## src/hw/rtl/lexdfa_pkg.sv

```systemverilog
// ----------------------------------------------------------------------------
// lexdfa_pkg
// Character classes, automaton state and token codes, and the classify,
// accept and transition functions of the lexer automaton.
// ----------------------------------------------------------------------------
`default_nettype none

package lexdfa_pkg;

  typedef logic [7:0] char_t;
  typedef logic [5:0] state_t;
  typedef logic [5:0] token_t;

  // character classes
  typedef enum logic [4:0] {
    C_OTHER, C_DIGIT, C_LETTER, C_BLANK, C_NL, C_SEMI, C_LP, C_RP,
    C_LB, C_RB, C_EQ, C_PLUS, C_MINUS, C_STAR, C_SLASH, C_LT, C_GT,
    C_NOT, C_AND, C_OR, C_QUES, C_COLON, C_EOF
  } class_t;

  // automaton states
  localparam state_t S_START     = 6'd0;
  localparam state_t S_DEAD      = 6'd1;
  localparam state_t S_INT       = 6'd2;
  localparam state_t S_IDENT     = 6'd3;
  localparam state_t S_LPAREN    = 6'd4;
  localparam state_t S_RPAREN    = 6'd5;
  localparam state_t S_LBRACE    = 6'd6;
  localparam state_t S_RBRACE    = 6'd7;
  localparam state_t S_ASSIGN    = 6'd8;
  localparam state_t S_EQ        = 6'd9;
  localparam state_t S_PLUS      = 6'd10;
  localparam state_t S_NEG       = 6'd11;
  localparam state_t S_SLASH     = 6'd12;
  localparam state_t S_QUES      = 6'd13;
  localparam state_t S_COLON     = 6'd14;
  localparam state_t S_LCMT      = 6'd15;
  localparam state_t S_BCMT      = 6'd16;
  localparam state_t S_BCMT_STAR = 6'd17;
  localparam state_t S_STAR      = 6'd18;
  localparam state_t S_LT        = 6'd19;
  localparam state_t S_LE        = 6'd20;
  localparam state_t S_SHL       = 6'd21;
  localparam state_t S_GT        = 6'd22;
  localparam state_t S_GE        = 6'd23;
  localparam state_t S_SHR       = 6'd24;
  localparam state_t S_NOT       = 6'd25;
  localparam state_t S_NE        = 6'd26;
  localparam state_t S_SEMI      = 6'd27;
  localparam state_t S_EOF       = 6'd28;
  localparam state_t S_AMP       = 6'd29;
  localparam state_t S_BAR       = 6'd30;
  localparam state_t S_LAND      = 6'd31;
  localparam state_t S_LOR       = 6'd32;
  localparam state_t S_ADD_ASN   = 6'd33;
  localparam state_t S_SUB_ASN   = 6'd34;
  localparam state_t S_MINUS     = 6'd35;
  localparam state_t S_MUL_ASN   = 6'd36;
  localparam state_t S_DIV_ASN   = 6'd37;
  localparam state_t S_INC       = 6'd38;
  localparam state_t S_DEC       = 6'd39;
  localparam state_t S_POW       = 6'd40;

  // token kinds
  localparam token_t TOK_BAD     = 6'd0;
  localparam token_t TOK_IDENT   = 6'd1;
  localparam token_t TOK_INT     = 6'd2;
  localparam token_t TOK_SEMI    = 6'd3;
  localparam token_t TOK_LPAREN  = 6'd4;
  localparam token_t TOK_RPAREN  = 6'd5;
  localparam token_t TOK_LBRACE  = 6'd6;
  localparam token_t TOK_RBRACE  = 6'd7;
  localparam token_t TOK_LT      = 6'd8;
  localparam token_t TOK_LE      = 6'd9;
  localparam token_t TOK_GT      = 6'd10;
  localparam token_t TOK_GE      = 6'd11;
  localparam token_t TOK_EQ      = 6'd12;
  localparam token_t TOK_NE      = 6'd13;
  localparam token_t TOK_NOT     = 6'd14;
  localparam token_t TOK_NEG     = 6'd15;
  localparam token_t TOK_AMP     = 6'd16;
  localparam token_t TOK_BAR     = 6'd17;
  localparam token_t TOK_LAND    = 6'd18;
  localparam token_t TOK_LOR     = 6'd19;
  localparam token_t TOK_SHL     = 6'd20;
  localparam token_t TOK_SHR     = 6'd21;
  localparam token_t TOK_ASSIGN  = 6'd22;
  localparam token_t TOK_PLUS    = 6'd23;
  localparam token_t TOK_MINUS   = 6'd24;
  localparam token_t TOK_STAR    = 6'd25;
  localparam token_t TOK_SLASH   = 6'd26;
  localparam token_t TOK_ADD_ASN = 6'd27;
  localparam token_t TOK_SUB_ASN = 6'd28;
  localparam token_t TOK_MUL_ASN = 6'd29;
  localparam token_t TOK_DIV_ASN = 6'd30;
  localparam token_t TOK_INC     = 6'd31;
  localparam token_t TOK_DEC     = 6'd32;
  localparam token_t TOK_POW     = 6'd33;
  localparam token_t TOK_QUES    = 6'd34;
  localparam token_t TOK_COLON   = 6'd35;
  localparam token_t TOK_EOF     = 6'd36;

  // sort one byte into its class
  function automatic class_t classify(input char_t c);
    class_t k;
    k = C_OTHER;
    priority if (c >= 8'h30 && c <= 8'h39) begin
      k = C_DIGIT;
    end else if ((c >= 8'h41 && c <= 8'h5A) || (c >= 8'h61 && c <= 8'h7A)) begin
      k = C_LETTER;
    end else begin
      unique case (c)
        8'h20, 8'h09: k = C_BLANK;  // space, tab
        8'h0A:        k = C_NL;
        8'h3B:        k = C_SEMI;   // ;
        8'h28:        k = C_LP;     // (
        8'h29:        k = C_RP;     // )
        8'h7B:        k = C_LB;     // {
        8'h7D:        k = C_RB;     // }
        8'h3D:        k = C_EQ;     // =
        8'h2B:        k = C_PLUS;   // +
        8'h2D:        k = C_MINUS;  // -
        8'h2A:        k = C_STAR;   // *
        8'h2F:        k = C_SLASH;  // /
        8'h3C:        k = C_LT;     // <
        8'h3E:        k = C_GT;     // >
        8'h21:        k = C_NOT;    // !
        8'h26:        k = C_AND;    // &
        8'h7C:        k = C_OR;     // |
        8'h3F:        k = C_QUES;   // ?
        8'h3A:        k = C_COLON;  // :
        8'hFF:        k = C_EOF;
        default:      k = C_OTHER;
      endcase
    end
    return k;
  endfunction

  // token accepted by a state
  function automatic token_t accept_tok(input state_t s);
    token_t t;
    unique case (s)
      S_INT:       t = TOK_INT;
      S_IDENT:     t = TOK_IDENT;
      S_LPAREN:    t = TOK_LPAREN;
      S_RPAREN:    t = TOK_RPAREN;
      S_LBRACE:    t = TOK_LBRACE;
      S_RBRACE:    t = TOK_RBRACE;
      S_ASSIGN:    t = TOK_ASSIGN;
      S_EQ:        t = TOK_EQ;
      S_PLUS:      t = TOK_PLUS;
      S_NEG:       t = TOK_NEG;
      S_SLASH:     t = TOK_SLASH;
      S_QUES:      t = TOK_QUES;
      S_COLON:     t = TOK_COLON;
      S_STAR:      t = TOK_STAR;
      S_LT:        t = TOK_LT;
      S_LE:        t = TOK_LE;
      S_SHL:       t = TOK_SHL;
      S_GT:        t = TOK_GT;
      S_GE:        t = TOK_GE;
      S_SHR:       t = TOK_SHR;
      S_NOT:       t = TOK_NOT;
      S_NE:        t = TOK_NE;
      S_SEMI:      t = TOK_SEMI;
      S_EOF:       t = TOK_EOF;
      S_AMP:       t = TOK_AMP;
      S_BAR:       t = TOK_BAR;
      S_LAND:      t = TOK_LAND;
      S_LOR:       t = TOK_LOR;
      S_ADD_ASN:   t = TOK_ADD_ASN;
      S_SUB_ASN:   t = TOK_SUB_ASN;
      S_MINUS:     t = TOK_MINUS;
      S_MUL_ASN:   t = TOK_MUL_ASN;
      S_DIV_ASN:   t = TOK_DIV_ASN;
      S_INC:       t = TOK_INC;
      S_DEC:       t = TOK_DEC;
      S_POW:       t = TOK_POW;
      // start, dead, comments and unused codes accept nothing
      default:     t = TOK_BAD;
    endcase
    return t;
  endfunction

  // moves out of the start state
  function automatic state_t from_start(input class_t k);
    state_t n;
    unique case (k)
      C_DIGIT:       n = S_INT;
      C_LETTER:      n = S_IDENT;
      C_BLANK, C_NL: n = S_START;
      C_LP:          n = S_LPAREN;
      C_RP:          n = S_RPAREN;
      C_LB:          n = S_LBRACE;
      C_RB:          n = S_RBRACE;
      C_EQ:          n = S_ASSIGN;
      C_PLUS:        n = S_PLUS;
      C_MINUS:       n = S_NEG;
      C_SLASH:       n = S_SLASH;
      C_QUES:        n = S_QUES;
      C_COLON:       n = S_COLON;
      C_STAR:        n = S_STAR;
      C_LT:          n = S_LT;
      C_GT:          n = S_GT;
      C_NOT:         n = S_NOT;
      C_SEMI:        n = S_SEMI;
      C_EOF:         n = S_EOF;
      C_AND:         n = S_AMP;
      C_OR:          n = S_BAR;
      default:       n = S_DEAD;
    endcase
    return n;
  endfunction

  // full transition function; anything not listed goes dead
  function automatic state_t move(input state_t s, input class_t k);
    state_t n;
    n = S_DEAD;
    unique case (s)
      S_START: n = from_start(k);
      S_INT:   if (k == C_DIGIT) n = S_INT;
      S_IDENT: if (k == C_DIGIT || k == C_LETTER) n = S_IDENT;
      S_ASSIGN: if (k == C_EQ) n = S_EQ;
      S_PLUS: begin
        if (k == C_EQ) n = S_ADD_ASN;
        else if (k == C_PLUS) n = S_INC;
      end
      S_NEG: begin
        if (k == C_EQ) n = S_SUB_ASN;
        else if (k == C_BLANK) n = S_MINUS;
        else if (k == C_MINUS) n = S_DEC;
      end
      S_SLASH: begin
        if (k == C_SLASH) n = S_LCMT;
        else if (k == C_STAR) n = S_BCMT;
        else if (k == C_EQ) n = S_DIV_ASN;
      end
      S_LCMT: n = (k == C_NL) ? S_START : S_LCMT;
      S_BCMT: n = (k == C_STAR) ? S_BCMT_STAR : S_BCMT;
      S_BCMT_STAR: begin
        if (k == C_STAR) n = S_BCMT_STAR;
        else if (k == C_SLASH) n = S_START;
        else n = S_BCMT;
      end
      S_STAR: begin
        if (k == C_EQ) n = S_MUL_ASN;
        else if (k == C_STAR) n = S_POW;
      end
      S_LT: begin
        if (k == C_EQ) n = S_LE;
        else if (k == C_LT) n = S_SHL;
      end
      S_GT: begin
        if (k == C_EQ) n = S_GE;
        else if (k == C_GT) n = S_SHR;
      end
      S_NOT: if (k == C_EQ) n = S_NE;
      S_AMP: if (k == C_AND) n = S_LAND;
      S_BAR: if (k == C_OR) n = S_LOR;
      default: n = S_DEAD;
    endcase
    return n;
  endfunction

endpackage

`default_nettype wire

```

## src/hw/rtl/lexer_dfa_step_top.sv

```systemverilog
// ----------------------------------------------------------------------------
// lexer_dfa_step_top
// One-character-per-item lexer automaton with input and result registers.
// ----------------------------------------------------------------------------
// Each accepted item carries one character byte (0xFF is end of file) and a
// restart flag that makes the step begin from the start state. The block
// returns one result per item: the automaton state after the character and
// the token kind accepted by the state held before it (0 for none). A new
// item is taken every clock cycle. An item is held in the input register
// until its result is loaded into the result register, which offers it.
// The loop through the state register (classify, transition lookup, state
// update) sets that rate. A held result stalls the input only when both
// registers are full. After reset the held state is the start state.
`default_nettype none

module lexer_dfa_step_top (
  input  wire logic                 clk,
  input  wire logic                 rst_n,
  input  wire logic                 in_valid,
  output logic                      in_ready,
  input  wire lexdfa_pkg::char_t    in_char_code,
  input  wire logic                 in_restart,
  output logic                      out_valid,
  input  wire logic                 out_ready,
  output lexdfa_pkg::state_t        out_next_state,
  output lexdfa_pkg::token_t        out_token_type
);

  logic                 in_vld_r;
  lexdfa_pkg::char_t    char_r;
  logic                 restart_r;
  logic                 out_vld_r;
  lexdfa_pkg::state_t   out_state_r;
  lexdfa_pkg::token_t   out_tok_r;
  lexdfa_pkg::state_t   state_r;
  lexdfa_pkg::state_t   state_nxt;
  lexdfa_pkg::state_t   from_state;
  lexdfa_pkg::token_t   tok_nxt;
  logic                 out_load;
  logic                 step;

  // handshake: result register frees when empty or taken
  assign out_load = !out_vld_r || out_ready;
  assign step     = in_vld_r && out_load;
  assign in_ready = !in_vld_r || out_load;

  // automaton step on the registered item
  always_comb begin
    from_state = restart_r ? lexdfa_pkg::S_START : state_r;
    tok_nxt    = lexdfa_pkg::accept_tok(from_state);
    state_nxt  = lexdfa_pkg::move(from_state, lexdfa_pkg::classify(char_r));
  end

  // input register
  always_ff @(posedge clk) begin
    if (!rst_n) begin
      in_vld_r <= 1'b0;
    end else if (in_ready) begin
      in_vld_r <= in_valid;
    end
  end

  always_ff @(posedge clk) begin
    if (in_valid && in_ready) begin
      char_r    <= in_char_code;
      restart_r <= in_restart;
    end
  end

  // held automaton state
  always_ff @(posedge clk) begin
    if (!rst_n) begin
      state_r <= lexdfa_pkg::S_START;
    end else if (step) begin
      state_r <= state_nxt;
    end
  end

  // result register
  always_ff @(posedge clk) begin
    if (!rst_n) begin
      out_vld_r <= 1'b0;
    end else if (out_load) begin
      out_vld_r <= in_vld_r;
    end
  end

  always_ff @(posedge clk) begin
    if (step) begin
      out_state_r <= state_nxt;
      out_tok_r   <= tok_nxt;
    end
  end

  assign out_valid      = out_vld_r;
  assign out_next_state = out_state_r;
  assign out_token_type = out_tok_r;

endmodule

`default_nettype wire

```

## config.mk

```make
export PLATFORM = sky130hd
export DESIGN_NAME = lexer_dfa_step_top
export DESIGN_NICKNAME = d
export VERILOG_FILES = /design/src/hw/rtl/lexdfa_pkg.sv /design/src/hw/rtl/lexer_dfa_step_top.sv
export SDC_FILE = /design/constraint.sdc
export NUM_CORES = 1
export LEC_CHECK = 0
export BUFFER_PORTS_ARGS = -buffer_cell sky130_fd_sc_hd__buf_2
export CAP_MARGIN = 20
export CORE_MARGIN = 2
export CORE_UTILIZATION = 55
export CTS_CLUSTER_SIZE = 14
export DETAILED_ROUTE_END_ITERATION = 8
export PLACE_DENSITY_LB_ADDON = 0.05
export SLEW_MARGIN = 0
export SYNTH_ARGS = -nofsm -noshare
export SYNTH_HDL_FRONTEND = slang
export SYNTH_SLANG_ARGS = --single-unit
export TNS_END_PERCENT = 5
```

## constraint.sdc

```tcl
create_clock -name clk -period 3.45 [get_ports clk]
set_input_delay 0.345 -clock clk [delete_from_list [all_inputs] [get_ports clk]]
set_output_delay 0.345 -clock clk [all_outputs]
set_load 0.02 [all_outputs]
```

=== Yosys cells after proc, flatten, opt, wreduce, memory -nomap -nowiden ===
Memories as Yosys holds them, arrays and structs flattened. A register that Yosys moved wholly into a read port is not among the register bits.
Cells that the tools add are included.

* Memories kept: 2
* Bits in registers: 23
* Memory bits (read-only): 544
* Word-level logic and storage cells: 105

{| class="wikitable"
|+ Memories
! memory !! words !! width !! rd ports !! clocked after memory_dff !! write ports !! line !! RTL
|-
| (no name shown) || 64 || 6 || 1 || 1 || 0 || lexdfa_pkg.sv:142 || <nowiki>unique case (s)</nowiki>
|-
| (no name shown) || 32 || 5 || 1 || 0 || 0 || lexdfa_pkg.sv:188 || <nowiki>unique case (k)</nowiki>
|}

* Reductions and logical operators: 13
* Mux-type cells: 29
* Order comparisons: 6
* Equal/unequal tests: 49

{| class="wikitable"
|+ Operators by type and width
! operator !! count
|-
| $eq A8 B6 Y1 const B || 15
|-
| $pmux W5 S20 || 1
|-
| $pmux W6 S16 || 1
|-
| $mux W6 || 12
|-
| $mux W5 || 10
|-
| $eq A6 B5 Y1 const B || 8
|-
| $eq A5 B4 Y1 const B || 6
|-
| $eq A6 B4 Y1 const B || 5
|-
| $eq A8 B7 Y1 const B || 3
|-
| $eq A8 B4 Y1 const B || 2
|-
| $ge A8 B7 Y1 const B || 2
|-
| $le A8 B7 Y1 const B || 2
|-
| $eq A5 B5 Y1 const B || 3
|-
| $eq A6 B2 Y1 const B || 2
|-
| $eq A5 B2 Y1 const B || 2
|-
| $eq A8 B8 Y1 const B || 1
|-
| $ge A8 B6 Y1 const B || 1
|-
| $le A8 B6 Y1 const B || 1
|-
| $mux W4 || 2
|-
| $logic_not A6 Y1 || 1
|-
| $eq A5 B1 Y1 const B || 1
|-
| $eq A5 B3 Y1 const B || 1
|-
| $logic_and A1 B1 Y1 || 5
|-
| $logic_or A1 B1 Y1 || 4
|-
| other kinds (4) || 6
|}

=== Depth between registers and ports, before layout ===
* Depth after elaboration: 10
* Mapped depth: 16
* Gate-level depth less buffers: 13

=== Worst setup path before layout ===
Ideal clock, no wire load.

* Path kind: register -> register
* From: register char_r[0]
* To: register out_state_r[2], in the netlist out_next_state[2], data pin
* Cell stages (with the launch flop): 16
* Arrival: 2932 ps
* Clock period less this slack: 3198 ps
* Path slack: 252 ps
* Required time: 3184 ps
* Cells stage by stage: edfxtp_1 buf_2 or3b_1 a2111oi_2 a41oi_2 nand2_1 or2_2 inv_1 ha_1 clkbuf_1 inv_1 nor3_1 a21oi_1 nor4_2 a2111oi_4 nand2_1

* Cells in the longest elaborated chain, start to end: 10

{| class="wikitable"
|+ Ends and longest elaborated chain
! item !! line !! RTL
|-
| start, declared || lexer_dfa_step_top.sv:30 || <nowiki>lexdfa_pkg::char_t char_r;</nowiki>
|-
| start signal, assigned || lexer_dfa_step_top.sv:65 || <nowiki>char_r <= in_char_code;</nowiki>
|-
| $eq A8 B6 Y1, or another cell as far along || lexdfa_pkg.sv:112 || <nowiki>unique case (c)</nowiki>
|-
| $reduce_or A2 Y1 or $logic_and A1 B1 Y1 (tied branches) || lexdfa_pkg.sv:112, lexdfa_pkg.sv:109 ||
|-
| $pmux W5 S20 or $logic_or A1 B1 Y1 (tied branches) || lexdfa_pkg.sv:112, lexdfa_pkg.sv:109 ||
|-
| $mux W5 || lexdfa_pkg.sv:109 || <nowiki>end else if ((c >= 8'h41 && c <= 8'h5A) || (c >= 8'h61 && c <= 8'h7A)) begin</nowiki>
|-
| $mux W5 * || lexdfa_pkg.sv:107 || <nowiki>priority if (c >= 8'h30 && c <= 8'h39) begin</nowiki>
|-
| branches (longest 4 deep; another with $mem_v2 Z32 W5) || -- ||
|-
| $pmux W6 S16 * || lexdfa_pkg.sv:219 || <nowiki>unique case (s)</nowiki>
|-
| named net state_nxt[2] || lexer_dfa_step_top.sv:36 || <nowiki>lexdfa_pkg::state_t state_nxt;</nowiki>
|-
| end signal, assigned || lexer_dfa_step_top.sv:90 || <nowiki>out_state_r <= state_nxt;</nowiki>
|-
| end, declared || lexer_dfa_step_top.sv:33 || <nowiki>lexdfa_pkg::state_t out_state_r;</nowiki>
|}

Mark *: on every way through the listed nets, which the timed path passes.
A chain may end at the register's enable or synchronous reset.

=== Worst setup path in the final report ===
* From: register char_r[6]
* To: register out_state_r[1], in the netlist out_next_state[1], data pin

* Cells in the longest elaborated chain, start to end: 10

{| class="wikitable"
|+ Ends and longest elaborated chain
! item !! line
|-
| $eq A8 B6 Y1, or another cell as far along || lexdfa_pkg.sv:112
|-
| $reduce_or A2 Y1 or $logic_and A1 B1 Y1 (tied branches) || lexdfa_pkg.sv:112, lexdfa_pkg.sv:109
|-
| $pmux W5 S20 or $logic_or A1 B1 Y1 (tied branches) || lexdfa_pkg.sv:112, lexdfa_pkg.sv:109
|-
| $mux W5 || lexdfa_pkg.sv:109
|-
| $mux W5 * || lexdfa_pkg.sv:107
|-
| branches (longest 4 deep; another with $mem_v2 Z32 W5) || --
|-
| $pmux W6 S16 * || lexdfa_pkg.sv:219
|-
| named net state_nxt[1] || lexer_dfa_step_top.sv:36
|}

Marked as above.

==> results.json <==
{
  "avgSynthCellArea_sq_um": 8.02,
  "dp_hpwl_um": 6570,
  "critical_path.startpoint_type": "flop",
  "syn2layout_area_growth_pct": 12.4,
  "insertion_delay_ns": 0.27,
  "drtIter0Drc": 499,
  "layout_common_cells": "a21oi_1 (34), buf_4 (31), nand2_1 (29), nor2_1 (29), buf_2 (26)",
  "synth_fa_ha_area_share_pct": 6.76,
  "die_y_um": 79.6,
  "status": "complete, no violations",
  "grt-ovfl-total": 0,
  "worst_setup_path_end_kind": "flop",
  "rows": 27,
  "synth_xor_area_share_pct": 0.278,
  "cp.required_ns": 3.47,
  "htree_levels": 2,
  "period_needed_ns": 3.22,
  "timing.final.crit_share_pct": 93.3,
  "power_density_nw_per_um2": 273,
  "grt_pass1_wl_um": 14100,
  "max-cap-violations": 0,
  "route.vias.total": 3266,
  "cts.clk_slew.worst_paths_ns": 0.06,
  "drive_gt1_share_pct": 21.7,
  "synth.distinct_cells": 82,
  "initial_core_util_pct": 57.1,
  "synth_top_family_by_area": "compound AO/OA/AOI/OAI gates",
  "postSynth.asyncResetShare_pct": 0,
  "diodes": 0,
  "relSlewSlack_pct": 52.7,
  "synth_area_leaders": "edfxtp_1 (20%), ha_1 (6.8%), a21oi_1 (5.4%)",
  "finalWirelength_um": 8880,
  "io_pins": 27,
  "critPathLaunch": "char_r[6]",
  "cts_hold_buf": 0,
  "syn_inst": 392,
  "grtUsageTotal_pct": 28.1,
  "routedWlPerCell_um": 17.9,
  "r2r_slack_ns": 0.23,
  "hold_viol_final": 0,
  "ys_ff_latch": 29,
  "synth_ff_type": "edfxtp_1",
  "core_area_sq_um": 5510,
  "clock_path_buffers": 2,
  "arrival_ns": 3.24,
  "final_common_cell": "a21oi_1",
  "crit_end": "out_next_state[1]",
  "r2r_end": "out_next_state[1]",
  "setup_violations": 0,
  "static-leakage-power_nw": 1.33,
  "rsz0062_at_grt": "false",
  "clock.fmax_mhz": 311,
  "antenna_found_initial": 0,
  "root_buffer": "clkbuf_8",
  "synthSimpleGateAreaFrac_pct": 29.6,
  "cts.sinks": 29,
  "tightest_slew_ns": 0.702,
  "synth_area_sq_um": 3150,
  "fp.dieW_um": 79.6,
  "synth_top_area_share_pct": 20.0,
  "worstPathMaxFanout": 12,
  "grt_pass1_vias": 2848,
  "synth-compound-area-share_pct": 30.1,
  "total_power_w": 0.000964,
  "drc": 0,
  "cts_buffers": 5,
  "synth.largest_area_cell": "edfxtp_1",
  "reg2reg_depth": 12,
  "hold_class": "in -> reg",
  "finClkSkew_ns": 0.00225,
  "crit_type": "reg -> reg",
  "port_buffers": 26,
  "r2r-start": "char_r[6]",
  "tns_ns": 0,
  "synth_edf_count": 21,
  "grt_max_degree": 25,
  "ant_nets": 0,
  "finalMaxSlewViolations": 0,
  "syn-num-nets": 422,
  "cts_tree": "done",
  "vias_per_cell": 6.58,
  "gp_congestion": 1.02,
  "synth_warnings": 0,
  "peakVddDrop_v": 0.000266,
  "nNetsFinal": 453,
  "synth.area.mux_share_pct": 0.994,
  "dieArea_sq_um": 6340,
  "firstDrtPassIters": 6,
  "synth-seq-area-share_pct": 25.1
}
[cell usage after synthesis (all sizes together), types with 2 or more instances]
master and n:
nand3 19, nand3b 3, o32ai 2, and3 7, nor3b 2, a21oi 34, o21ai 30, or2 4
o41ai 2, nor3 12, edfxtp 21, nor4 4, a211oi 8, a221oi 2, nor2b 7, buf 16
a32o 2, nand4 11, a21boi 4, nor2 31, o211ai 4, a31oi 14, a2111oi 5, clkbuf 17
o221ai 2, nor4b 3, o21a 2, inv 17, or3b 4, mux2i 2, nand2 31, a41oi 2
and2 2, nand4b 2, dfxtp 8, ha 17, o31ai 3, nand2b 7, o2111ai 3, a22oi 3
or3 4
[cell families after synthesis]
kind of cell,after synthesis
mux,3
flops,29
buf+inv,50
xor+xnor,1
compound gates,132
fa+ha+maj,17
simple gates,160
[cell type report]
class	instances	area (sq um)
Multi-Input combinational cell	313	2150
Fill cell	466	1970
Sequential cell	29	791
Timing Repair Buffer	57	363
Tap cell	72	90.1
Clock buffer	8	80.1
Inverter	17	63.8
[worst min-delay path by stage]
stage | from | to | slack, ns | cells after the start
after CTS | in_char_code[2] | char_r[2] | 0.24 | 1
after global routing | in_char_code[6] | char_r[6] | 0.24 | 1
final | in_char_code[2] | char_r[2] | 0.25 | 1
after floorplan | in_char_code[0] | char_r[0] | 0.44 | 0
after detailed placement | in_vld_r | out_valid | 0.51 | 1
after global placement | in_vld_r | out_valid | 0.50 | 1
[where the power goes]
group          switching, W  leakage [nW]  total [W]  internal, W
Sequential        0.0000176         0.266   0.000417     0.000399
Combinational      0.000182          1.02   0.000292     0.000110
Clock              0.000112        0.0395   0.000254     0.000143
[per-layer routing]
metal | GRT usage (%) | vias up | wire, um
li1 | - | 1549 | -
met4 | 5.00 | 0 | 118
met2 | 46.0 | 201 | 4150
met5 | 0 | - | 0
met1 | 39.3 | 1497 | 3870
met3 | 4.86 | 19 | 739
[per-stage QoR]
stage	setup slack, ns	utilization [%]	cell area, sq um	hold slack (ns)	instances
final	0.231	64.2	3530	0.246	496
after floorplan	0.252	-	3150	0.444	392
after global routing	0.0259	64.2	3530	0.241	496
after detailed placement	0.230	61.9	3410	0.507	484
after global placement	0.311	61.9	3410	0.502	484
after CTS	0.213	63.4	3490	0.240	492
[worst max-delay path: stages (launching register included)]
cell	delay (ns)
edfxtp_1	0.39
or4b_4	0.59
o32ai_1	0.28
o21ai_1	0.15
nand4_4	0.17
inv_1	0.11
ha_1	0.37
a21oi_1	0.19
o22ai_1	0.09
nand4_1	0.09
a31oi_1	0.10
nor4b_2	0.35
inv_1	0.07
[state kept, by name, summed over array words and instances, names as in the netlist]
register        count
out_valid           1
out_token_type      6
in_vld_r            1
restart_r           1
out_next_state      6
state_r             6
char_r              8
[what timing repair did]
item / 4_1_cts / 5_1_grt
setup endpoints to repair: 0 / 3
buffers inserted: 0 / 4
gates resized for setup: 0 / 2
(Power assumes the default switching activity.)
